===== config.mk =====
export PLATFORM = sky130hd
export DESIGN_NAME = piece_to_file_segmenter_core
export DESIGN_NICKNAME = d
export VERILOG_FILES = /design/src/rtl/ptfs_pkg.sv /design/src/rtl/ptfs_ram.sv /design/src/rtl/ptfs_ctrl.sv /design/src/rtl/piece_to_file_segmenter_core.sv
export VERILOG_INCLUDE_DIRS = /design/src /design/src/rtl
export SDC_FILE = /design/constraint.sdc
export NUM_CORES = 2
export LEC_CHECK = 0
export BUFFER_PORTS_ARGS = -buffer_cell sky130_fd_sc_hd__buf_2
export CORE_MARGIN = 2
export CORE_UTILIZATION = 45
export DETAILED_ROUTE_END_ITERATION = 16
export HOLD_SLACK_MARGIN = 0.03
export PLACE_DENSITY = 0.68
export SYNTH_ARGS = -nofsm -noshare
export SYNTH_HDL_FRONTEND = slang
export SYNTH_SLANG_ARGS = --single-unit

===== constraint.sdc =====
create_clock -name clk -period 11.3 [get_ports clk]
set_input_delay 0.565 -clock clk [delete_from_list [all_inputs] [get_ports clk]]
set_output_delay 0.565 -clock clk [all_outputs]
set_load 0.02 [all_outputs]

===== src/rtl/piece_to_file_segmenter_core_assert.svh =====
// assertion macros for the piece to file segmenter
`ifndef PIECE_TO_FILE_SEGMENTER_CORE_ASSERT_SVH
`define PIECE_TO_FILE_SEGMENTER_CORE_ASSERT_SVH
`ifndef ASSERT_OFF
`define ASSERT_PROP(lbl, clk_s, rstn_s, prop) \
  lbl: assert property (@(posedge clk_s) disable iff (!rstn_s) prop) \
    else $error("segmenter assertion failed");
`define ASSERT_IMPLIES(lbl, clk_s, rstn_s, ante, cons) \
  lbl: assert property (@(posedge clk_s) disable iff (!rstn_s) (ante) |-> (cons)) \
    else $error("segmenter assertion failed");
`else
`define ASSERT_PROP(lbl, clk_s, rstn_s, prop)
`define ASSERT_IMPLIES(lbl, clk_s, rstn_s, ante, cons)
`endif
`endif


===== src/rtl/ptfs_pkg.sv =====
// shared types and constants for the piece to file segmenter
`timescale 1ns / 1ps
`default_nettype none
package ptfs_pkg;

  localparam int MAX_FILES_DEF  = 16;
  localparam int RESULT_LIMIT   = 16;
  localparam int PIECE_W        = 27;
  localparam int FSIZE_W        = 40;
  localparam int TOTAL_W        = 44;
  localparam int FILE_NUM_W     = 4;
  localparam logic [PIECE_W-1:0] PIECE_SIZE_RST = 27'd262144;

  typedef enum logic {
    ACT_APPEND = 1'b0,
    ACT_NEXT   = 1'b1
  } action_t;

  typedef enum logic [1:0] {
    ST_SEGMENT    = 2'd0,
    ST_FILE_OK    = 2'd1,
    ST_TABLE_FULL = 2'd2,
    ST_NO_PIECE   = 2'd3
  } status_t;

  typedef enum logic {
    S_IDLE = 1'b0,
    S_WALK = 1'b1
  } walk_state_t;

  typedef struct packed {
    action_t            action;
    logic [FSIZE_W-1:0] file_size;
  } in_item_t;

  typedef struct packed {
    status_t               status;
    logic [TOTAL_W-1:0]    piece_number;
    logic [FILE_NUM_W-1:0] file_number;
    logic [FSIZE_W-1:0]    file_offset;
    logic [PIECE_W-1:0]    segment_length;
    logic                  last_segment;
  } out_item_t;

  typedef struct packed {
    logic      valid;
    out_item_t item;
  } emit_t;

endpackage
`default_nettype wire


===== src/rtl/ptfs_ram.sv =====
// generic simple dual port ram with registered read
`timescale 1ns / 1ps
`default_nettype none
module ptfs_ram #(
  parameter int  WIDTH  = 40,
  parameter int  DEPTH  = 16,
  localparam int ADDR_W = (DEPTH > 1) ? $clog2(DEPTH) : 1
) (
  input  wire logic              clk,
  input  wire logic              we,
  input  wire logic [ADDR_W-1:0] waddr,
  input  wire logic [WIDTH-1:0]  wdata,
  input  wire logic [ADDR_W-1:0] raddr,
  output logic      [WIDTH-1:0]  rdata
);

  logic [WIDTH-1:0] mem [DEPTH];

  always_ff @(posedge clk) begin
    if (we) begin
      mem[waddr] <= wdata;
    end
    rdata <= mem[raddr];
  end

endmodule
`default_nettype wire


===== src/rtl/ptfs_ctrl.sv =====
// sequencer: table append, piece checks and the segment walk
`timescale 1ns / 1ps
`default_nettype none
module ptfs_ctrl import ptfs_pkg::*; #(
  parameter int  MAX_FILES = MAX_FILES_DEF,
  localparam int ADDR_W    = (MAX_FILES > 1) ? $clog2(MAX_FILES) : 1
) (
  input  wire logic               clk,
  input  wire logic               rst_n,
  input  wire logic               in_fire,
  input  wire in_item_t           in_item,
  input  wire logic [PIECE_W-1:0] piece_size,
  output logic                    busy,
  output emit_t                   emit,
  output logic                    ram_we,
  output logic [ADDR_W-1:0]       ram_waddr,
  output logic [FSIZE_W-1:0]      ram_wdata,
  output logic [ADDR_W-1:0]       ram_raddr,
  input  wire logic [FSIZE_W-1:0] ram_rdata
);

  localparam int FL_W  = $clog2(MAX_FILES + 1);
  localparam int CNT_W = $clog2(RESULT_LIMIT + 1);

  walk_state_t        state_r, state_nxt;
  logic [FL_W-1:0]    files_loaded_r, files_loaded_nxt;
  logic [FL_W-1:0]    cur_file_r, cur_file_nxt;
  logic [FSIZE_W-1:0] consumed_r, consumed_nxt;
  logic [TOTAL_W-1:0] bytes_rem_r, bytes_rem_nxt;
  logic [TOTAL_W-1:0] piece_cnt_r, piece_cnt_nxt;
  logic [PIECE_W-1:0] piece_left_r, piece_left_nxt;
  logic [CNT_W-1:0]   seg_cnt_r, seg_cnt_nxt;
  out_item_t          pend_r, pend_nxt;

  always_ff @(posedge clk) begin
    if (!rst_n) begin
      state_r        <= S_IDLE;
      files_loaded_r <= '0;
      cur_file_r     <= '0;
      consumed_r     <= '0;
      bytes_rem_r    <= '0;
      piece_cnt_r    <= '0;
      piece_left_r   <= '0;
      seg_cnt_r      <= '0;
    end else begin
      state_r        <= state_nxt;
      files_loaded_r <= files_loaded_nxt;
      cur_file_r     <= cur_file_nxt;
      consumed_r     <= consumed_nxt;
      bytes_rem_r    <= bytes_rem_nxt;
      piece_cnt_r    <= piece_cnt_nxt;
      piece_left_r   <= piece_left_nxt;
      seg_cnt_r      <= seg_cnt_nxt;
    end
  end

  always_ff @(posedge clk) begin
    pend_r <= pend_nxt;
  end

  always_comb begin
    logic [TOTAL_W:0]   sat_sum;
    logic [FSIZE_W-1:0] rest;
    logic [PIECE_W-1:0] take;
    logic               done;

    sat_sum          = '0;
    rest             = '0;
    take             = '0;
    done             = 1'b0;
    state_nxt        = state_r;
    files_loaded_nxt = files_loaded_r;
    cur_file_nxt     = cur_file_r;
    consumed_nxt     = consumed_r;
    bytes_rem_nxt    = bytes_rem_r;
    piece_cnt_nxt    = piece_cnt_r;
    piece_left_nxt   = piece_left_r;
    seg_cnt_nxt      = seg_cnt_r;
    pend_nxt         = pend_r;
    emit             = '0;
    ram_we           = 1'b0;
    ram_waddr        = files_loaded_r[ADDR_W-1:0];
    ram_wdata        = in_item.file_size;
    busy             = (state_r != S_IDLE);

    case (state_r)
      S_IDLE: begin
        if (in_fire) begin
          if (in_item.action == ACT_APPEND) begin
            emit.valid             = 1'b1;
            emit.item.last_segment = 1'b1;
            if (files_loaded_r >= FL_W'(MAX_FILES)) begin
              emit.item.status = ST_TABLE_FULL;
            end else begin
              ram_we                = 1'b1;
              emit.item.status      = ST_FILE_OK;
              emit.item.file_number = FILE_NUM_W'(files_loaded_r);
              files_loaded_nxt      = files_loaded_r + FL_W'(1);
              sat_sum = {1'b0, bytes_rem_r} + (TOTAL_W+1)'(in_item.file_size);
              // byte total saturates
              bytes_rem_nxt = sat_sum[TOTAL_W] ? '1 : sat_sum[TOTAL_W-1:0];
            end
          end else if (piece_size == '0 || bytes_rem_r < TOTAL_W'(piece_size)) begin
            emit.valid              = 1'b1;
            emit.item.status        = ST_NO_PIECE;
            emit.item.piece_number  = piece_cnt_r;
            emit.item.last_segment  = 1'b1;
          end else begin
            state_nxt      = S_WALK;
            piece_left_nxt = piece_size;
            seg_cnt_nxt    = '0;
          end
        end
      end
      S_WALK: begin
        if (piece_left_r == '0 || cur_file_r >= files_loaded_r ||
            seg_cnt_r == CNT_W'(RESULT_LIMIT)) begin
          done = 1'b1;
        end else if (consumed_r >= ram_rdata) begin
          // file used up (or empty): step on, unless it is the last one
          if (cur_file_r + FL_W'(1) >= files_loaded_r) begin
            done = 1'b1;
          end else begin
            cur_file_nxt = cur_file_r + FL_W'(1);
            consumed_nxt = '0;
          end
        end else begin
          rest = ram_rdata - consumed_r;
          take = (rest < FSIZE_W'(piece_left_r)) ? rest[PIECE_W-1:0] : piece_left_r;
          // the held segment goes out now that another one follows
          if (seg_cnt_r != '0) begin
            emit.valid = 1'b1;
            emit.item  = pend_r;
          end
          pend_nxt.status         = ST_SEGMENT;
          pend_nxt.piece_number   = piece_cnt_r;
          pend_nxt.file_number    = FILE_NUM_W'(cur_file_r);
          pend_nxt.file_offset    = consumed_r;
          pend_nxt.segment_length = take;
          pend_nxt.last_segment   = 1'b0;
          consumed_nxt   = consumed_r + FSIZE_W'(take);
          piece_left_nxt = piece_left_r - take;
          bytes_rem_nxt  = bytes_rem_r - TOTAL_W'(take);
          seg_cnt_nxt    = seg_cnt_r + CNT_W'(1);
        end
        if (done) begin
          state_nxt  = S_IDLE;
          emit.valid = 1'b1;
          if (seg_cnt_r == '0) begin
            emit.item.status       = ST_NO_PIECE;
            emit.item.piece_number = piece_cnt_r;
            emit.item.last_segment = 1'b1;
          end else begin
            emit.item              = pend_r;
            emit.item.last_segment = 1'b1;
            piece_cnt_nxt          = piece_cnt_r + TOTAL_W'(1);
          end
        end
      end
      default: begin
        state_nxt = S_IDLE;
      end
    endcase

    ram_raddr = cur_file_nxt[ADDR_W-1:0];
  end

endmodule
`default_nettype wire


===== src/rtl/piece_to_file_segmenter_core.sv =====
// top level of the piece to file segmenter
`timescale 1ns / 1ps
`default_nettype none
`include "piece_to_file_segmenter_core_assert.svh"
// Splits fixed-size pieces of a concatenated file list into per-file segments.
// A request is taken when start is high and busy is low. An append request
// (action 0) stores one file length in the length table, or is refused when
// the table is full, and answers with one result in the next cycle; busy
// stays low, so appends can follow every cycle. A next-piece request that
// finds no whole piece left (or a zero piece size) answers the same way.
// Otherwise the block walks the length table, one table entry read per cycle
// through the single read port of the table memory, with busy high until the
// walk ends, and the segments come out on the way, at most one per cycle (a
// cycle that steps over a file boundary gives none), the last one marked with
// last_segment. Each result is on out_item for exactly one cycle with
// out_valid high; there is no backpressure, the receiver must take it then.
// piece_size is written through cfg_we/cfg_wdata and should only be changed
// while busy is low and no result is still due.
module piece_to_file_segmenter_core import ptfs_pkg::*; #(
  parameter int MAX_FILES = MAX_FILES_DEF
) (
  input  wire logic               clk,
  input  wire logic               rst_n,
  // request channel
  input  wire logic               start,
  output logic                    busy,
  input  wire in_item_t           in_item,
  // piece size register
  input  wire logic               cfg_we,
  input  wire logic [PIECE_W-1:0] cfg_wdata,
  // result channel
  output logic                    out_valid,
  output out_item_t               out_item
);

  localparam int ADDR_W = (MAX_FILES > 1) ? $clog2(MAX_FILES) : 1;

  logic [PIECE_W-1:0] piece_size_r;
  logic               out_valid_r;
  out_item_t          out_item_r;

  logic               in_fire;
  emit_t              emit;
  logic               ram_we;
  logic [ADDR_W-1:0]  ram_waddr;
  logic [FSIZE_W-1:0] ram_wdata;
  logic [ADDR_W-1:0]  ram_raddr;
  logic [FSIZE_W-1:0] ram_rdata;

  logic               out_seg;
  logic               out_tbl;
  logic               app_fire;

  assign in_fire = start && !busy;

  // piece size register, takes effect from the next request on
  always_ff @(posedge clk) begin
    if (!rst_n) begin
      piece_size_r <= PIECE_SIZE_RST;
    end else if (cfg_we) begin
      piece_size_r <= cfg_wdata;
    end
  end

  // output register: one result per cycle, strobed
  always_ff @(posedge clk) begin
    if (!rst_n) begin
      out_valid_r <= 1'b0;
    end else begin
      out_valid_r <= emit.valid;
    end
  end

  always_ff @(posedge clk) begin
    if (emit.valid) begin
      out_item_r <= emit.item;
    end
  end

  assign out_valid = out_valid_r;
  assign out_item  = out_item_r;

  // file length table, only loaded slots are used by the walk
  ptfs_ram #(
    .WIDTH (FSIZE_W),
    .DEPTH (MAX_FILES)
  ) u_len_table (
    .clk   (clk),
    .we    (ram_we),
    .waddr (ram_waddr),
    .wdata (ram_wdata),
    .raddr (ram_raddr),
    .rdata (ram_rdata)
  );

  // sequencer holding the stream position and walk state
  ptfs_ctrl #(
    .MAX_FILES (MAX_FILES)
  ) u_ctrl (
    .clk        (clk),
    .rst_n      (rst_n),
    .in_fire    (in_fire),
    .in_item    (in_item),
    .piece_size (piece_size_r),
    .busy       (busy),
    .emit       (emit),
    .ram_we     (ram_we),
    .ram_waddr  (ram_waddr),
    .ram_wdata  (ram_wdata),
    .ram_raddr  (ram_raddr),
    .ram_rdata  (ram_rdata)
  );

  // result and request classes used by the checks below
  assign out_seg  = out_valid && (out_item.status == ST_SEGMENT);
  assign out_tbl  = out_valid && (out_item.status inside {ST_FILE_OK, ST_TABLE_FULL});
  assign app_fire = in_fire && (in_item.action == ACT_APPEND);

  // any non-segment answer is the only result of its request
  `ASSERT_IMPLIES(a_single_is_last, clk, rst_n, out_valid && !out_seg, out_item.last_segment)
  // a segment that is not the last means the walk is still running
  `ASSERT_IMPLIES(a_more_means_busy, clk, rst_n, out_valid && !out_item.last_segment, busy)
  // segments always carry bytes
  `ASSERT_IMPLIES(a_seg_nonzero, clk, rst_n, out_seg, out_item.segment_length != '0)
  // table answers only follow an append request taken in the previous cycle
  `ASSERT_PROP(a_append_answer, clk, rst_n, out_tbl |-> $past(app_fire))

endmodule
`default_nettype wire


==> results.py <==
metrics = {
    "run_status": {
        "outcome": "finished, final reports clean",
    },
    "synth": {
        "ys_ff_latch": 1112,
        "yosysTopAreaCell": "edfxtp_1",
        "netlist_area_um2": 52800,
        "synth_top_area_frac": 0.496,
        "synth-seq-area-share": 0.587,
        "avgSynthCellArea_um2": 12.8,
        "synth_commonest_cells": "edfxtp_1, nor2_1, a21oi_1, nand2_1, dfxtp_1",
        "synth_nets": 4393,
        "async_reset_ff_frac": 0,
        "synthTopCellsByArea": "edfxtp_1, dfxtp_1, mux4_2, ha_1, a21oi_1",
        "synthCells": 4135,
        "synth_top_flop_cell": "edfxtp_1",
        "synth_edf_count": 873,
        "synth_most_common_cell": "edfxtp_1",
        "ys_types": 108,
        "yosys_warnings": 0,
    },
    "global_route": {
        "grt_pass1_vias": 34300,
        "grt_pass1_wl_um": 221000,
        "grt_use_total": 0.246,
        "grt-ovfl-total": 0,
        "antenna_found_initial": 15,
        "grt_max_degree": 139,
    },
    "timing": {
        "max_freq_ghz": 0.0958,
        "hold_viol": 0,
        "finalSetupViolations": 0,
        "grt_setup_unrepaired": "no",
        "slew_headroom": 0.241,
        "worst_pin_slew_ps": 1140,
        "slew_viol_final": 0,
        "fin_crit_sh": 0.924,
        "fin_skew_ps": 50.9,
        "tns_ps": 0,
        "min_period_ps": 10440,
    },
    "cts": {
        "cts_root_buffer": "clkbuf_16",
        "tritoncts": "yes",
        "insertion_delay_ps": 720,
        "clock_sinks": 1112,
        "cts_made_buffers": 112,
        "clock_path_buffers": 3,
        "htree_levels": 3,
        "clk_pin_slew_worst_paths_ps": 60,
    },
    "finish": {
        "nets": 4575,
        "final.fill_count": 9980,
        "layout-drive-gt1-share": 0.159,
        "syn2layout_area_growth_pct": 12.5,
        "final_area_um2": 59400,
        "instances_no_fill": 5944,
    },
    "critical_path": {
        "crit_path_end_kind": "flip-flop",
        "rr_worst_depth": 42,
        "crit_family": "compound AO/OA/AOI/OAI gates",
        "crit_top_cell": "a21oi_1",
        "cp-endpoint": "u_ctrl.bytes_rem_r[24]$_SDFFE_PN0P_",
        "r2r_slack_ps": 860,
        "r2r-start": "u_ctrl.consumed_r[1]$_SDFFE_PN0P_",
        "crit_slowest_cell": "or4_4",
        "worstPathRequired_ps": 11910,
        "start_kind": "flip-flop",
        "cp_num_buf_inv": 3,
        "path_class": "flip-flop to flip-flop",
        "cp-startpoint": "u_ctrl.consumed_r[1]$_SDFFE_PN0P_",
        "cp_num_cells": 42,
        "cp.arrival_ps": 11050,
        "crit_path_max_incr_delay_ps": 720,
        "reg2reg_to": "u_ctrl.bytes_rem_r[24]$_SDFFE_PN0P_",
        "critPathMaxFanout": 13,
    },
    "place": {
        "io_buffers": 191,
        "gp_congestion": 0.966,
        "dp.cells": 5725,
        "dpl_cell_area_um2": 55600,
        "dp_hpwl_um": 102000,
    },
    "floorplanning": {
        "fp.dieW_um": 347,
        "dieHeight_um": 347,
        "rows": 125,
        "io_pins": 192,
        "start_util": 0.454,
        "die-area_um2": 120000,
        "core_area_um2": 116000,
    },
    "power": {
        "p_per_area_nw_per_um2": 164,
        "ir_drop_uv": 143,
        "leakagePower_nw": 21.4,
        "finalPower_mw": 9.75,
    },
    "detailed_routing": {
        "drtIter0Drc": 3677,
        "wl_per_cell_um": 25.2,
        "routed_wl_um": 150000,
        "drc": 0,
        "vias_per_cell": 5.93,
        "vias": 35200,
        "antenna_left": 0,
        "firstDrtPassIters": 6,
    },
    "hold_path": {
        "hold_class": "input pin to flip-flop",
    },
    "flow_run": {
        "drv_cap": 0,
    },
}
==> cells by family (layout without fill, tap and decap cells) <==
logic type	Yosys count	in the layout	synth area share
buf+inv	402	681	0.0292
xor+xnor	217	217	0.0365
compound gates	900	900	0.110
mux	236	236	0.0921
fa+ha+maj	217	217	0.0503
other cells	0	6	0
flops	1112	1112	0.587
simple gates	1051	1051	0.0950
==> worst register-to-register path, delay by kind of cell (launching register included) <==
family | cells | cell delay (ps)
AOI/OAI and AO/OA | 21 | 4720
xor gates and xnor gates | 3 | 550
adders and majority gates | 8 | 2750
buffers and inverters | 3 | 330
DFF | 1 | 440
and+or+nand+nor | 7 | 1530
==> layout by cell type (no fill, tap or decap), drive strengths merged, types with 36 or more instances in the layout <==
master / instances
buf: 249
a21oi: 293
mux4: 200
nand2: 286
nand3: 91
o21ai: 202
a21o: 67
clkinv: 45
nor2: 302
dfxtp: 239
ha: 184
nor3: 74
or3: 36
inv: 224
nand4: 42
edfxtp: 873
a22o: 48
clkbuf: 146
xnor2: 139
xor2: 77
and2: 81
==> area by class of cell <==
type | instances | area (um2) | share of cell area
antenna | 6 | 15.0 | 0.000253
sequential | 1112 | 31000 | 0.522
clock buffer | 146 | 3040 | 0.0512
clock inverter | 65 | 731 | 0.0123
multi-input combinational | 2621 | 20500 | 0.344
inverter | 221 | 837 | 0.0141
timing repair buffer | 249 | 1430 | 0.0240
tap | 1524 | 1910 | 0.0321
==> metal layers <==
metal  up-vias  routed length, um  global-route usage
li1      16100                  -                   -
met1     17600              62900               0.330
met2      1374              73000               0.415
met3       239               9440              0.0307
met4        10               4570              0.0784
met5         -                 70                   0
==> state kept, by name, summed over array words and instances (netlist names), 27 cells and up <==
name,cells
u_len_table.rdata,40
piece_size_r,27
u_ctrl.piece_left_r,27
u_ctrl.piece_cnt_r,44
u_len_table.mem,640
u_ctrl.consumed_r,40
out_item,118
u_ctrl.bytes_rem_r,44
u_ctrl.pend_r,115
==> where the power goes <==
group	internal, mW	switching [mW]
Sequential	4.53	0.0977
Combinational	0.473	0.871
Clock	2.17	1.61
Total	7.17	2.58
==> repair_timing <==
| item | in CTS | in global routing |
|---|---|---|
| hold buffers | 0 | 0 |
| buffers inserted | 0 | 2 |
| endpoints found under the setup margin | 0 | 7 |
| resized for setup | 0 | 1 |
==> worst min path at each step <==
stage | startpoint | to | slack [ps] | cells after the start
2_1_floorplan | u_ctrl.piece_cnt_r[35]$_SDFFE_PN0P_ | u_ctrl.pend_r[107]$_DFFE_PP_ | 430 | 0
3_5_place_dp | u_ctrl.piece_cnt_r[35]$_SDFFE_PN0P_ | u_ctrl.pend_r[107]$_DFFE_PP_ | 450 | 0
6_report | cfg_wdata[6] | piece_size_r[6]$_SDFFE_PN0P_ | 90 | 3
4_1_cts | cfg_wdata[6] | piece_size_r[6]$_SDFFE_PN0P_ | 40 | 3
3_3_place_gp | u_ctrl.piece_left_r[19]$_SDFFE_PN0P_ | u_ctrl.piece_left_r[19]$_SDFFE_PN0P_ | 460 | 2
5_1_grt | cfg_wdata[10] | piece_size_r[10]$_SDFFE_PN0P_ | 90 | 3
==> per-stage QoR <==
stage / setup WS (ps) / utilization / hold WS [ps]
floorplan: 872 / - / 431
global placement: 1050 / 0.478 / 461
detailed placement: 832 / 0.478 / 452
CTS: 791 / 0.510 / 40.6
global route: 15.2 / 0.511 / 91.3
finish: 859 / 0.511 / 90.5
No activity file was read; power rests on OpenSTA's default activity.
